### config.mk
export PLATFORM = sky130hd
export DESIGN_NAME = air_quality_level_classifier_flat
export DESIGN_NICKNAME = d
export VERILOG_FILES = /design/src/design/aqlc_pkg.sv /design/src/design/aqlc_if.sv /design/src/design/aqlc_regs.sv /design/src/design/aqlc_score.sv /design/src/design/aqlc_ctrl.sv /design/src/design/air_quality_level_classifier.sv /design/src/flat_wrapper.sv
export VERILOG_INCLUDE_DIRS = /design/src /design/src/design
export SDC_FILE = /design/constraint.sdc
export NUM_CORES = 1
export LEC_CHECK = 0
export BUFFER_PORTS_ARGS = -buffer_cell sky130_fd_sc_hd__buf_2
export CAP_MARGIN = 25
export CORE_ASPECT_RATIO = 0.8
export CORE_UTILIZATION = 62
export DETAILED_ROUTE_END_ITERATION = 8
export HOLD_SLACK_MARGIN = 0.12
export PLACE_DENSITY_LB_ADDON = 0.15
export SYNTH_ARGS = -nofsm -noshare
export SYNTH_HDL_FRONTEND = slang
export SYNTH_HIERARCHICAL = 1
export SYNTH_SLANG_ARGS = --single-unit
### constraint.sdc
create_clock -name clk -period 9.95 [get_ports clk]
set_input_delay 0.4975 -clock clk [delete_from_list [all_inputs] [get_ports clk]]
set_output_delay 0.4975 -clock clk [all_outputs]
set_load 0.01 [all_outputs]
### src/design/air_quality_level_classifier_assert.svh
// Assertion macros shared by the air quality level classifier.
`ifndef AIR_QUALITY_LEVEL_CLASSIFIER_ASSERT_SVH
`define AIR_QUALITY_LEVEL_CLASSIFIER_ASSERT_SVH

// Same-cycle implication, sampled on clk and disabled during reset.
`define AQLC_ASSERT_NOW(lbl, ante, cons, msg) \
	lbl: assert property (@(posedge clk) disable iff (!arst_n) (ante) |-> (cons)) \
		else $error(msg);

// Next-cycle implication, sampled on clk and disabled during reset.
`define AQLC_ASSERT_NEXT(lbl, ante, cons, msg) \
	lbl: assert property (@(posedge clk) disable iff (!arst_n) (ante) |=> (cons)) \
		else $error(msg);

`endif

### src/design/aqlc_pkg.sv
// Types and constants of the air quality level classifier.
package aqlc_pkg;

	localparam int unsigned APB_AW = 5;
	localparam int unsigned SCORE_W = 14;
	localparam int unsigned RAW_W = 20;

	localparam logic OP_READING = 1'b0;
	localparam logic OP_TICK = 1'b1;

	localparam logic [2:0] REG_CO_MODERATE_ON = 3'd0;
	localparam logic [2:0] REG_CO_POOR_ON = 3'd1;
	localparam logic [2:0] REG_CO_HAZARD_ON = 3'd2;
	localparam logic [2:0] REG_CO_POOR_OFF = 3'd3;
	localparam logic [2:0] REG_AQI_MODERATE_ON = 3'd4;
	localparam logic [2:0] REG_AQI_POOR_ON = 3'd5;
	localparam logic [2:0] REG_AQI_HAZARD_ON = 3'd6;
	localparam logic [2:0] REG_AQI_POOR_OFF = 3'd7;

	localparam logic [SCORE_W-1:0] RST_CO_MODERATE_ON = 14'd3000;
	localparam logic [SCORE_W-1:0] RST_CO_POOR_ON = 14'd5000;
	localparam logic [SCORE_W-1:0] RST_CO_HAZARD_ON = 14'd7500;
	localparam logic [SCORE_W-1:0] RST_CO_POOR_OFF = 14'd4500;
	localparam logic [SCORE_W-1:0] RST_AQI_MODERATE_ON = 14'd5000;
	localparam logic [SCORE_W-1:0] RST_AQI_POOR_ON = 14'd9000;
	localparam logic [SCORE_W-1:0] RST_AQI_HAZARD_ON = 14'd15000;
	localparam logic [SCORE_W-1:0] RST_AQI_POOR_OFF = 14'd8000;

	localparam logic signed [RAW_W-1:0] TEMP_REF = 20'sd20;
	localparam logic [6:0] HUM_CO_REF = 7'd60;
	localparam logic signed [RAW_W-1:0] HUM_AQI_REF = 20'sd50;
	localparam logic signed [RAW_W-1:0] CO_PPM_GAIN = 20'sd50;
	localparam logic signed [RAW_W-1:0] CO_TEMP_GAIN = 20'sd5;
	localparam logic signed [RAW_W-1:0] CO_HUM_GAIN = 20'sd2;
	localparam logic signed [RAW_W-1:0] CO_OFFSET = 20'sd500;
	localparam logic signed [RAW_W-1:0] AQI_GAIN = 20'sd40;
	localparam logic signed [RAW_W-1:0] AQI_TEMP_GAIN = 20'sd3;
	localparam logic signed [RAW_W-1:0] AQI_HUM_GAIN = 20'sd2;
	localparam logic signed [RAW_W-1:0] AQI_OFFSET = 20'sd300;
	localparam logic signed [RAW_W-1:0] CO_RISK_MAX = 20'sd10000;
	localparam logic signed [RAW_W-1:0] AQI_RISK_MAX = 20'sd15000;

	typedef enum logic [1:0] {
		LVL_GOOD = 2'd0,
		LVL_MODERATE = 2'd1,
		LVL_POOR = 2'd2,
		LVL_HAZARD = 2'd3
	} aqlc_level_t;

	typedef struct packed {
		logic op;
		logic [11:0] co_ppm;
		logic [9:0] aqi_value;
		logic signed [7:0] temp_c;
		logic [6:0] hum_pct;
	} aqlc_item_t;

	typedef struct packed {
		logic [SCORE_W-1:0] co;
		logic [SCORE_W-1:0] aqi;
	} aqlc_score_t;

	typedef struct packed {
		logic [SCORE_W-1:0] co_moderate_on;
		logic [SCORE_W-1:0] co_poor_on;
		logic [SCORE_W-1:0] co_hazard_on;
		logic [SCORE_W-1:0] co_poor_off;
		logic [SCORE_W-1:0] aqi_moderate_on;
		logic [SCORE_W-1:0] aqi_poor_on;
		logic [SCORE_W-1:0] aqi_hazard_on;
		logic [SCORE_W-1:0] aqi_poor_off;
	} aqlc_thr_t;

endpackage

### src/design/aqlc_if.sv
// Handshake interfaces for reading items and result items.
interface aqlc_in_if;
	logic valid;
	logic ready;
	logic op;
	logic [11:0] co_ppm;
	logic [9:0] aqi_value;
	logic signed [7:0] temp_c;
	logic [6:0] hum_pct;

	modport source (output valid, op, co_ppm, aqi_value, temp_c, hum_pct, input ready);
	modport sink (input valid, op, co_ppm, aqi_value, temp_c, hum_pct, output ready);
endinterface

interface aqlc_out_if;
	logic valid;
	logic ready;
	logic [1:0] air_level;
	logic buzzer_on;
	logic [13:0] co_risk;
	logic [13:0] aqi_risk;

	modport source (output valid, air_level, buzzer_on, co_risk, aqi_risk, input ready);
	modport sink (input valid, air_level, buzzer_on, co_risk, aqi_risk, output ready);
endinterface

### src/design/aqlc_regs.sv
// APB threshold register file of the air quality level classifier.
module aqlc_regs (
	input  logic                          clk,
	input  logic                          arst_n,
	input  logic                          psel,
	input  logic                          penable,
	input  logic                          pwrite,
	input  logic [aqlc_pkg::APB_AW-1:0]   paddr,
	input  logic [31:0]                   pwdata,
	output logic [31:0]                   prdata,
	output logic                          pready,
	output aqlc_pkg::aqlc_thr_t           thr
);

	aqlc_pkg::aqlc_thr_t thr_q;
	logic [2:0] reg_idx;
	logic [aqlc_pkg::SCORE_W-1:0] rd_val;
	logic wr_en;

	assign pready = 1'b1;
	assign reg_idx = paddr[4:2];
	assign wr_en = psel && penable && pwrite && pready;
	assign thr = thr_q;

	always_ff @(posedge clk or negedge arst_n) begin
		if (!arst_n) begin
			thr_q.co_moderate_on <= aqlc_pkg::RST_CO_MODERATE_ON;
			thr_q.co_poor_on <= aqlc_pkg::RST_CO_POOR_ON;
			thr_q.co_hazard_on <= aqlc_pkg::RST_CO_HAZARD_ON;
			thr_q.co_poor_off <= aqlc_pkg::RST_CO_POOR_OFF;
			thr_q.aqi_moderate_on <= aqlc_pkg::RST_AQI_MODERATE_ON;
			thr_q.aqi_poor_on <= aqlc_pkg::RST_AQI_POOR_ON;
			thr_q.aqi_hazard_on <= aqlc_pkg::RST_AQI_HAZARD_ON;
			thr_q.aqi_poor_off <= aqlc_pkg::RST_AQI_POOR_OFF;
		end else if (wr_en) begin
			case (reg_idx)
				aqlc_pkg::REG_CO_MODERATE_ON: thr_q.co_moderate_on <= pwdata[13:0];
				aqlc_pkg::REG_CO_POOR_ON: thr_q.co_poor_on <= pwdata[13:0];
				aqlc_pkg::REG_CO_HAZARD_ON: thr_q.co_hazard_on <= pwdata[13:0];
				aqlc_pkg::REG_CO_POOR_OFF: thr_q.co_poor_off <= pwdata[13:0];
				aqlc_pkg::REG_AQI_MODERATE_ON: thr_q.aqi_moderate_on <= pwdata[13:0];
				aqlc_pkg::REG_AQI_POOR_ON: thr_q.aqi_poor_on <= pwdata[13:0];
				aqlc_pkg::REG_AQI_HAZARD_ON: thr_q.aqi_hazard_on <= pwdata[13:0];
				aqlc_pkg::REG_AQI_POOR_OFF: thr_q.aqi_poor_off <= pwdata[13:0];
				default: ;
			endcase
		end
	end

	always_comb begin
		case (reg_idx)
			aqlc_pkg::REG_CO_MODERATE_ON: rd_val = thr_q.co_moderate_on;
			aqlc_pkg::REG_CO_POOR_ON: rd_val = thr_q.co_poor_on;
			aqlc_pkg::REG_CO_HAZARD_ON: rd_val = thr_q.co_hazard_on;
			aqlc_pkg::REG_CO_POOR_OFF: rd_val = thr_q.co_poor_off;
			aqlc_pkg::REG_AQI_MODERATE_ON: rd_val = thr_q.aqi_moderate_on;
			aqlc_pkg::REG_AQI_POOR_ON: rd_val = thr_q.aqi_poor_on;
			aqlc_pkg::REG_AQI_HAZARD_ON: rd_val = thr_q.aqi_hazard_on;
			aqlc_pkg::REG_AQI_POOR_OFF: rd_val = thr_q.aqi_poor_off;
			default: rd_val = '0;
		endcase
	end

	assign prdata = {18'd0, rd_val};

endmodule

### src/design/aqlc_score.sv
// Hazard score arithmetic of the air quality level classifier.
module aqlc_score (
	input  aqlc_pkg::aqlc_item_t  item,
	output aqlc_pkg::aqlc_score_t score
);

	logic signed [aqlc_pkg::RAW_W-1:0] ppm_s;
	logic signed [aqlc_pkg::RAW_W-1:0] aqi_s;
	logic signed [aqlc_pkg::RAW_W-1:0] hum_s;
	logic signed [aqlc_pkg::RAW_W-1:0] hdev_s;
	logic signed [aqlc_pkg::RAW_W-1:0] t_dev;
	logic signed [aqlc_pkg::RAW_W-1:0] co_raw;
	logic signed [aqlc_pkg::RAW_W-1:0] aqi_raw;
	logic [6:0] hdev;

	assign ppm_s = $signed({8'd0, item.co_ppm});
	assign aqi_s = $signed({10'd0, item.aqi_value});
	assign hum_s = $signed({13'd0, item.hum_pct});
	assign hdev = (item.hum_pct > aqlc_pkg::HUM_CO_REF) ?
		(item.hum_pct - aqlc_pkg::HUM_CO_REF) : 7'd0;
	assign hdev_s = $signed({13'd0, hdev});
	assign t_dev = 20'(item.temp_c) - aqlc_pkg::TEMP_REF;

	assign co_raw = ppm_s * aqlc_pkg::CO_PPM_GAIN + t_dev * aqlc_pkg::CO_TEMP_GAIN
		+ hdev_s * aqlc_pkg::CO_HUM_GAIN - aqlc_pkg::CO_OFFSET;
	assign aqi_raw = aqi_s * aqlc_pkg::AQI_GAIN + t_dev * aqlc_pkg::AQI_TEMP_GAIN
		+ (hum_s - aqlc_pkg::HUM_AQI_REF) * aqlc_pkg::AQI_HUM_GAIN - aqlc_pkg::AQI_OFFSET;

	always_comb begin
		if (co_raw < 0) begin
			score.co = '0;
		end else if (co_raw > aqlc_pkg::CO_RISK_MAX) begin
			score.co = aqlc_pkg::CO_RISK_MAX[aqlc_pkg::SCORE_W-1:0];
		end else begin
			score.co = co_raw[aqlc_pkg::SCORE_W-1:0];
		end
		if (aqi_raw < 0) begin
			score.aqi = '0;
		end else if (aqi_raw > aqlc_pkg::AQI_RISK_MAX) begin
			score.aqi = aqlc_pkg::AQI_RISK_MAX[aqlc_pkg::SCORE_W-1:0];
		end else begin
			score.aqi = aqi_raw[aqlc_pkg::SCORE_W-1:0];
		end
	end

endmodule

### src/design/aqlc_ctrl.sv
// Level, alarm and blink state with the result register.
module aqlc_ctrl #(
	parameter int unsigned ON_TICKS = 10,
	parameter int unsigned OFF_TICKS = 10
) (
	input  logic                  clk,
	input  logic                  arst_n,
	input  logic                  valid_s1,
	input  aqlc_pkg::aqlc_item_t  item_s1,
	input  aqlc_pkg::aqlc_score_t score,
	input  aqlc_pkg::aqlc_thr_t   thr,
	output logic                  take,
	aqlc_out_if.source            result
);

	localparam int unsigned CNT_W = $clog2(ON_TICKS + OFF_TICKS);
	localparam logic [CNT_W:0] PERIOD = (CNT_W + 1)'(ON_TICKS + OFF_TICKS);
	localparam logic [CNT_W-1:0] ON_LIMIT = CNT_W'(ON_TICKS);

	aqlc_pkg::aqlc_level_t level_q;
	aqlc_pkg::aqlc_level_t level_d;
	aqlc_pkg::aqlc_level_t pick;
	logic alarm_q;
	logic alarm_d;
	logic [CNT_W-1:0] blink_q;
	logic [CNT_W-1:0] blink_d;
	logic [CNT_W:0] blink_inc;
	logic buzzer_q;
	logic buzzer_d;
	logic [aqlc_pkg::SCORE_W-1:0] cs;
	logic [aqlc_pkg::SCORE_W-1:0] as_val;
	logic out_valid_q;
	logic [1:0] air_level_q;
	logic buzzer_on_q;
	logic [aqlc_pkg::SCORE_W-1:0] co_risk_q;
	logic [aqlc_pkg::SCORE_W-1:0] aqi_risk_q;

	assign take = valid_s1 && (!out_valid_q || result.ready);
	assign blink_inc = {1'b0, blink_q} + 1'b1;

	always_comb begin
		if (cs >= thr.co_hazard_on || as_val >= thr.aqi_hazard_on) begin
			pick = aqlc_pkg::LVL_HAZARD;
		end else if (cs >= thr.co_poor_on || as_val >= thr.aqi_poor_on) begin
			pick = aqlc_pkg::LVL_POOR;
		end else if (cs >= thr.co_moderate_on || as_val >= thr.aqi_moderate_on) begin
			pick = aqlc_pkg::LVL_MODERATE;
		end else begin
			pick = aqlc_pkg::LVL_GOOD;
		end
		// A drop from poor to moderate holds at poor while either score stays high.
		if (level_q == aqlc_pkg::LVL_POOR && pick == aqlc_pkg::LVL_MODERATE &&
				(cs >= thr.co_poor_off || as_val >= thr.aqi_poor_off)) begin
			pick = aqlc_pkg::LVL_POOR;
		end
	end

	always_comb begin
		level_d = level_q;
		alarm_d = alarm_q;
		blink_d = blink_q;
		buzzer_d = buzzer_q;
		cs = '0;
		as_val = '0;
		if (item_s1.op == aqlc_pkg::OP_READING) begin
			cs = score.co;
			as_val = score.aqi;
			level_d = pick;
			if (pick == aqlc_pkg::LVL_POOR || pick == aqlc_pkg::LVL_HAZARD) begin
				alarm_d = 1'b1;
			end else begin
				alarm_d = 1'b0;
				buzzer_d = 1'b0;
			end
		end else if (alarm_q) begin
			if (blink_inc >= PERIOD) begin
				blink_d = '0;
			end else begin
				blink_d = blink_inc[CNT_W-1:0];
			end
			buzzer_d = (blink_d < ON_LIMIT);
		end
	end

	always_ff @(posedge clk or negedge arst_n) begin
		if (!arst_n) begin
			level_q <= aqlc_pkg::LVL_GOOD;
			alarm_q <= 1'b0;
			blink_q <= '0;
			buzzer_q <= 1'b0;
			out_valid_q <= 1'b0;
		end else begin
			if (take) begin
				level_q <= level_d;
				alarm_q <= alarm_d;
				blink_q <= blink_d;
				buzzer_q <= buzzer_d;
				out_valid_q <= 1'b1;
			end else if (result.ready) begin
				out_valid_q <= 1'b0;
			end
		end
	end

	always_ff @(posedge clk) begin
		if (take) begin
			air_level_q <= level_d;
			buzzer_on_q <= buzzer_d;
			co_risk_q <= cs;
			aqi_risk_q <= as_val;
		end
	end

	assign result.valid = out_valid_q;
	assign result.air_level = air_level_q;
	assign result.buzzer_on = buzzer_on_q;
	assign result.co_risk = co_risk_q;
	assign result.aqi_risk = aqi_risk_q;

endmodule

### src/design/air_quality_level_classifier.sv
// Top level of the air quality level classifier.
// An accepted item is held in the input stage register, and its result is written to the output
// register when that register is free or being taken, so a busy output holds it in the input stage.
// One item per cycle is taken while the output register is free or being taken.
// arst_n clears the level, alarm, blink and handshake state and loads threshold defaults.
`include "air_quality_level_classifier_assert.svh"

module air_quality_level_classifier #(
	parameter int unsigned ON_TICKS = 10,
	parameter int unsigned OFF_TICKS = 10
) (
	input  logic                        clk,
	input  logic                        arst_n,
	aqlc_in_if.sink                     reading,
	aqlc_out_if.source                  result,
	input  logic                        psel,
	input  logic                        penable,
	input  logic                        pwrite,
	input  logic [aqlc_pkg::APB_AW-1:0] paddr,
	input  logic [31:0]                 pwdata,
	output logic [31:0]                 prdata,
	output logic                        pready
);

	aqlc_pkg::aqlc_thr_t thr;
	aqlc_pkg::aqlc_item_t item_s1;
	aqlc_pkg::aqlc_score_t score;
	logic valid_s1;
	logic take;
	logic accept;

	assign reading.ready = !valid_s1 || take;
	assign accept = reading.valid && reading.ready;

	always_ff @(posedge clk or negedge arst_n) begin
		if (!arst_n) begin
			valid_s1 <= 1'b0;
		end else if (accept) begin
			valid_s1 <= 1'b1;
		end else if (take) begin
			valid_s1 <= 1'b0;
		end
	end

	always_ff @(posedge clk) begin
		if (accept) begin
			item_s1.op <= reading.op;
			item_s1.co_ppm <= reading.co_ppm;
			item_s1.aqi_value <= reading.aqi_value;
			item_s1.temp_c <= reading.temp_c;
			item_s1.hum_pct <= reading.hum_pct;
		end
	end

	aqlc_regs u_regs (
		.clk     (clk),
		.arst_n  (arst_n),
		.psel    (psel),
		.penable (penable),
		.pwrite  (pwrite),
		.paddr   (paddr),
		.pwdata  (pwdata),
		.prdata  (prdata),
		.pready  (pready),
		.thr     (thr)
	);

	aqlc_score u_score (
		.item  (item_s1),
		.score (score)
	);

	aqlc_ctrl #(
		.ON_TICKS  (ON_TICKS),
		.OFF_TICKS (OFF_TICKS)
	) u_ctrl (
		.clk      (clk),
		.arst_n   (arst_n),
		.valid_s1 (valid_s1),
		.item_s1  (item_s1),
		.score    (score),
		.thr      (thr),
		.take     (take),
		.result   (result)
	);

	`AQLC_ASSERT_NOW(a_quiet_when_low, result.valid && (result.air_level == aqlc_pkg::LVL_GOOD || result.air_level == aqlc_pkg::LVL_MODERATE), !result.buzzer_on, "Buzzer is on below poor level.")
	`AQLC_ASSERT_NOW(a_score_bounds, result.valid, result.co_risk <= 14'd10000 && result.aqi_risk <= 14'd15000, "Score exceeds its clamp.")
	`AQLC_ASSERT_NEXT(a_stage_holds, valid_s1 && !take, valid_s1, "Stalled input stage lost its item.")

endmodule

### src/flat_wrapper.sv
// flat-port wrapper written by rule: the top's interface ports become plain ports
module air_quality_level_classifier_flat 
#(
	parameter int unsigned ON_TICKS = 10,
	parameter int unsigned OFF_TICKS = 10
)
  (clk, arst_n, psel, penable, pwrite, paddr, pwdata, prdata, pready, reading_valid, reading_op, reading_co_ppm, reading_aqi_value, reading_temp_c, reading_hum_pct, reading_ready, result_valid, result_air_level, result_buzzer_on, result_co_risk, result_aqi_risk, result_ready);
  aqlc_in_if reading_i ();
  aqlc_out_if result_i ();
  input  logic clk;
  input  logic arst_n;
  input  logic psel;
  input  logic penable;
  input  logic pwrite;
  input  logic [aqlc_pkg::APB_AW-1:0] paddr;
  input  logic [31:0] pwdata;
  output logic [31:0] prdata;
  output logic pready;
  input wire logic [$bits(reading_i.valid)-1:0] reading_valid;
  input wire logic [$bits(reading_i.op)-1:0] reading_op;
  input wire logic [$bits(reading_i.co_ppm)-1:0] reading_co_ppm;
  input wire logic [$bits(reading_i.aqi_value)-1:0] reading_aqi_value;
  input wire logic [$bits(reading_i.temp_c)-1:0] reading_temp_c;
  input wire logic [$bits(reading_i.hum_pct)-1:0] reading_hum_pct;
  output wire logic [$bits(reading_i.ready)-1:0] reading_ready;
  output wire logic [$bits(result_i.valid)-1:0] result_valid;
  output wire logic [$bits(result_i.air_level)-1:0] result_air_level;
  output wire logic [$bits(result_i.buzzer_on)-1:0] result_buzzer_on;
  output wire logic [$bits(result_i.co_risk)-1:0] result_co_risk;
  output wire logic [$bits(result_i.aqi_risk)-1:0] result_aqi_risk;
  input wire logic [$bits(result_i.ready)-1:0] result_ready;
  assign reading_i.valid = reading_valid;
  assign reading_i.op = reading_op;
  assign reading_i.co_ppm = reading_co_ppm;
  assign reading_i.aqi_value = reading_aqi_value;
  assign reading_i.temp_c = reading_temp_c;
  assign reading_i.hum_pct = reading_hum_pct;
  assign reading_ready = reading_i.ready;
  assign result_valid = result_i.valid;
  assign result_air_level = result_i.air_level;
  assign result_buzzer_on = result_i.buzzer_on;
  assign result_co_risk = result_i.co_risk;
  assign result_aqi_risk = result_i.aqi_risk;
  assign result_i.ready = result_ready;
  air_quality_level_classifier #(.ON_TICKS(ON_TICKS), .OFF_TICKS(OFF_TICKS)) u_core (.clk(clk), .arst_n(arst_n), .reading(reading_i), .result(result_i), .psel(psel), .penable(penable), .pwrite(pwrite), .paddr(paddr), .pwdata(pwdata), .prdata(prdata), .pready(pready));
endmodule
==> out/qor.yml <==
outcome:
  status: "completed"
grt:
  antenna_found_initial: 1
  gr-total-overflow: 0
  grt_pass1_wl_um: 62900
  grt_pass1_vias: 11900
  grt_max_degree: 69
  grt_usage_pct: 30.3
logic_synthesis:
  yosysSeqAreaShare_pct: 31.6
  synth_edf_count: 69
  synth_cell_type_count: 81
  synthesis.area_sq_mm: 0.0165
  synth_ff_type: "dfrtp_1"
  yosysMostFrequentCell: "ha_1"
  syn_avg_cell_area_sq_um: 10.4
  ys_ff_latch: 192
  yosysTopAreaCell: "ha_1"
  netlist.area_leader.share_pct: 17.9
  async_flop_share_pct: 64.1
  synth_area_leaders: "ha_1, edfxtp_1, dfrtp_1"
  synthCells: 1583
  yosysWarnings: 6
  synthTopCellsByCount: "ha_1, inv_1, mux2_2"
timing:
  fin_skew_ns: 0.0138
  clock.fmax_ghz: 0.106
  maxSlewHeadroom_pct: 25.3
  setup_ws_ns: 0.541
  tightest_slew_ns: 1.12
  hold_viol: 0
  post-route-min-period_ns: 9.41
  setup_viol: 0
  period_share_pct: 94.6
  slew_viol_final: 0
floorplanning:
  die_w_um: 184
  die_y_um: 148
  rows: 52
  die_area_sq_mm: 0.0272
  start_util_pct: 64.1
  core_sq_mm: 0.0257
  io_pins: 148
drt:
  viasPerCell: 5.86
  dr.pass1.iters: 5
  wl_per_cell_um: 19.1
  num_vias: 12100
  drcViolationCount: 0
  drt-initial-drc-count: 934
  wl_um: 39200
  final_antenna_net_count: 0
clocking:
  cts_buffers: 17
  clk_pin_slew_ns: 0.07
  htree_levels: 4
  clock-root-buffer: "clkbuf_16"
  clock_latency_ns: 0.45
  clock_sinks: 192
  cts_tree: "yes"
  clk_path_buf_depth: 2
place:
  numPortBuffers: 108
  post-dp-hpwl_um: 29800
  dp.cells: 2019
  place_ws_ns: 0.453
  place.gp.congestion: 0.911
cells_and_area:
  areaGrowthSynthToFinish_pct: 9.30
  final_cells: 2058
  antenna_cells: 0
  drive_gt1_share_pct: 20.5
  nNetsFinal: 2073
hold_path:
  hp-class: "input pin to asynchronous set/reset pin"
setup_path:
  end_kind: "register"
  worstSetupPathType: "register to register"
  critical_path.startpoint: "u_core/item_s1[28]"
  cp-endpoint: "u_core/u_ctrl/result.air_level[1]"
  cp.required_ns: 10.15
  regToRegStartpoint: "u_core/item_s1[28]"
  reg2regPathDepth: 32
  crit_slowest_cell: "or4_1"
  startpoint_type: "register"
  arrival_ns: 9.61
  crit_fanout: 7
  slowest_delay_ns: 0.51
  r2r_setup_slack_ns: 0.54
  cpMostUsedCell: "ha_1"
  reg2reg_to: "u_core/u_ctrl/result.air_level[1]"
flow_run:
  cap_violations: 0
flip-flops by register name, indices dropped and copies added (netlist names):
signal and cells:
u_core/item_s1 38, u_core/u_ctrl/alarm_q 1, u_core/u_ctrl/blink_q 5, u_core/u_ctrl/buzzer_q 1, u_core/u_ctrl/level_q 2, u_core/u_ctrl/result.air_level 2, u_core/u_ctrl/result.aqi_risk 14, u_core/u_ctrl/result.buzzer_on 1
u_core/u_ctrl/result.co_risk 14, u_core/u_ctrl/result.valid 1, u_core/u_regs/thr 112, u_core/valid_s1 1
worst max-delay path: cells and delay by family, from the launching register on:
| family | cells | cell delay [ns] |
|---|---|---|
| adder cells (fa/ha/maj) | 9 | 3.28 |
| multiplexers | 1 | 0.31 |
| buffers and inverters | 1 | 0.07 |
| AO/OA/AOI/OAI | 10 | 2.57 |
| XOR/XNOR | 2 | 0.21 |
| flip-flops | 1 | 0.46 |
| AND/OR/NAND/NOR | 9 | 2.25 |
layout by cell type, fill, tap and decap left out, types with 28 or more instances in the layout:
cell type,count
ha_1,236
inv_1,218
buf_2,107
mux2_2,105
dfrtp_1,76
a21oi_1,72
edfxtp_1,69
fa_1,61
nor2_1,57
nand2_1,50
dfstp_2,47
o21ai_0,43
mux2i_1,39
xnor2_1,34
nor2b_1,33
a21o_1,29
nand2b_1,28
worst min path at each step:
stage / startpoint / endpoint / slack [ns]
floorplan: arst_n / u_core/u_ctrl/alarm_q / 0.20
global placement: u_core/u_regs/thr[108] / u_core/u_regs/thr[108] / 0.50
detailed placement: u_core/u_ctrl/result.valid / u_core/u_ctrl/result.valid / 0.49
CTS: arst_n / u_core/u_regs/thr[75] / 0.20
global route: reading_hum_pct[1] / u_core/item_s1[1] / 0.20
finish: arst_n / u_core/u_regs/thr[75] / 0.19
logic make-up after synthesis:
family | count (synthesis) | synth area share, %
compound gates | 285 | 11.8
xor+xnor | 58 | 3.08
fa+ha+maj | 304 | 25.8
buf+inv | 280 | 7.08
flops | 192 | 31.6
mux | 154 | 10.2
other cells | 2 | 0.0456
simple gates | 308 | 10.4
layer usage:
layer  vias up  track usage [%]  wire length (um)
met5         -                0                 0
met4         0             6.67               501
met3        40             6.92              3250
met2       373             44.9             16800
met1      5851             44.9             18700
li1       5803                -                 -
timing repair:
action                     4_1_cts  5_1_grt
gates resized for setup          0        2
setup endpoints to repair        0        4
hold endpoints to repair         0        0
hold buffers                     0        0
setup buffers                    0        2
layout make-up:
cell class,instances,area (sq um)
clock buffers,22,465
clock inverters,10,103
fillers,2015,7690
inverters,218,818
multi-input cells,1128,10200
flip-flops and latches,192,5210
well taps,351,439
repair buffers,137,783
through the flow:
stage                     area (sq um)  util [%]  hold WS [ns]  TNS [ns]
after floorplan                  16500         -         0.202         0
after global placement           17400      67.6         0.502         0
after detailed placement         17400      67.6         0.491         0
after CTS                        17900      69.8         0.201         0
after global routing             18000      70.1         0.201   -0.0148
final                            18000      70.1         0.188         0
Power is left out: the tool's default activity adds up to more than one toggle a clock period on the data nets, which glitch-free logic cannot reach.
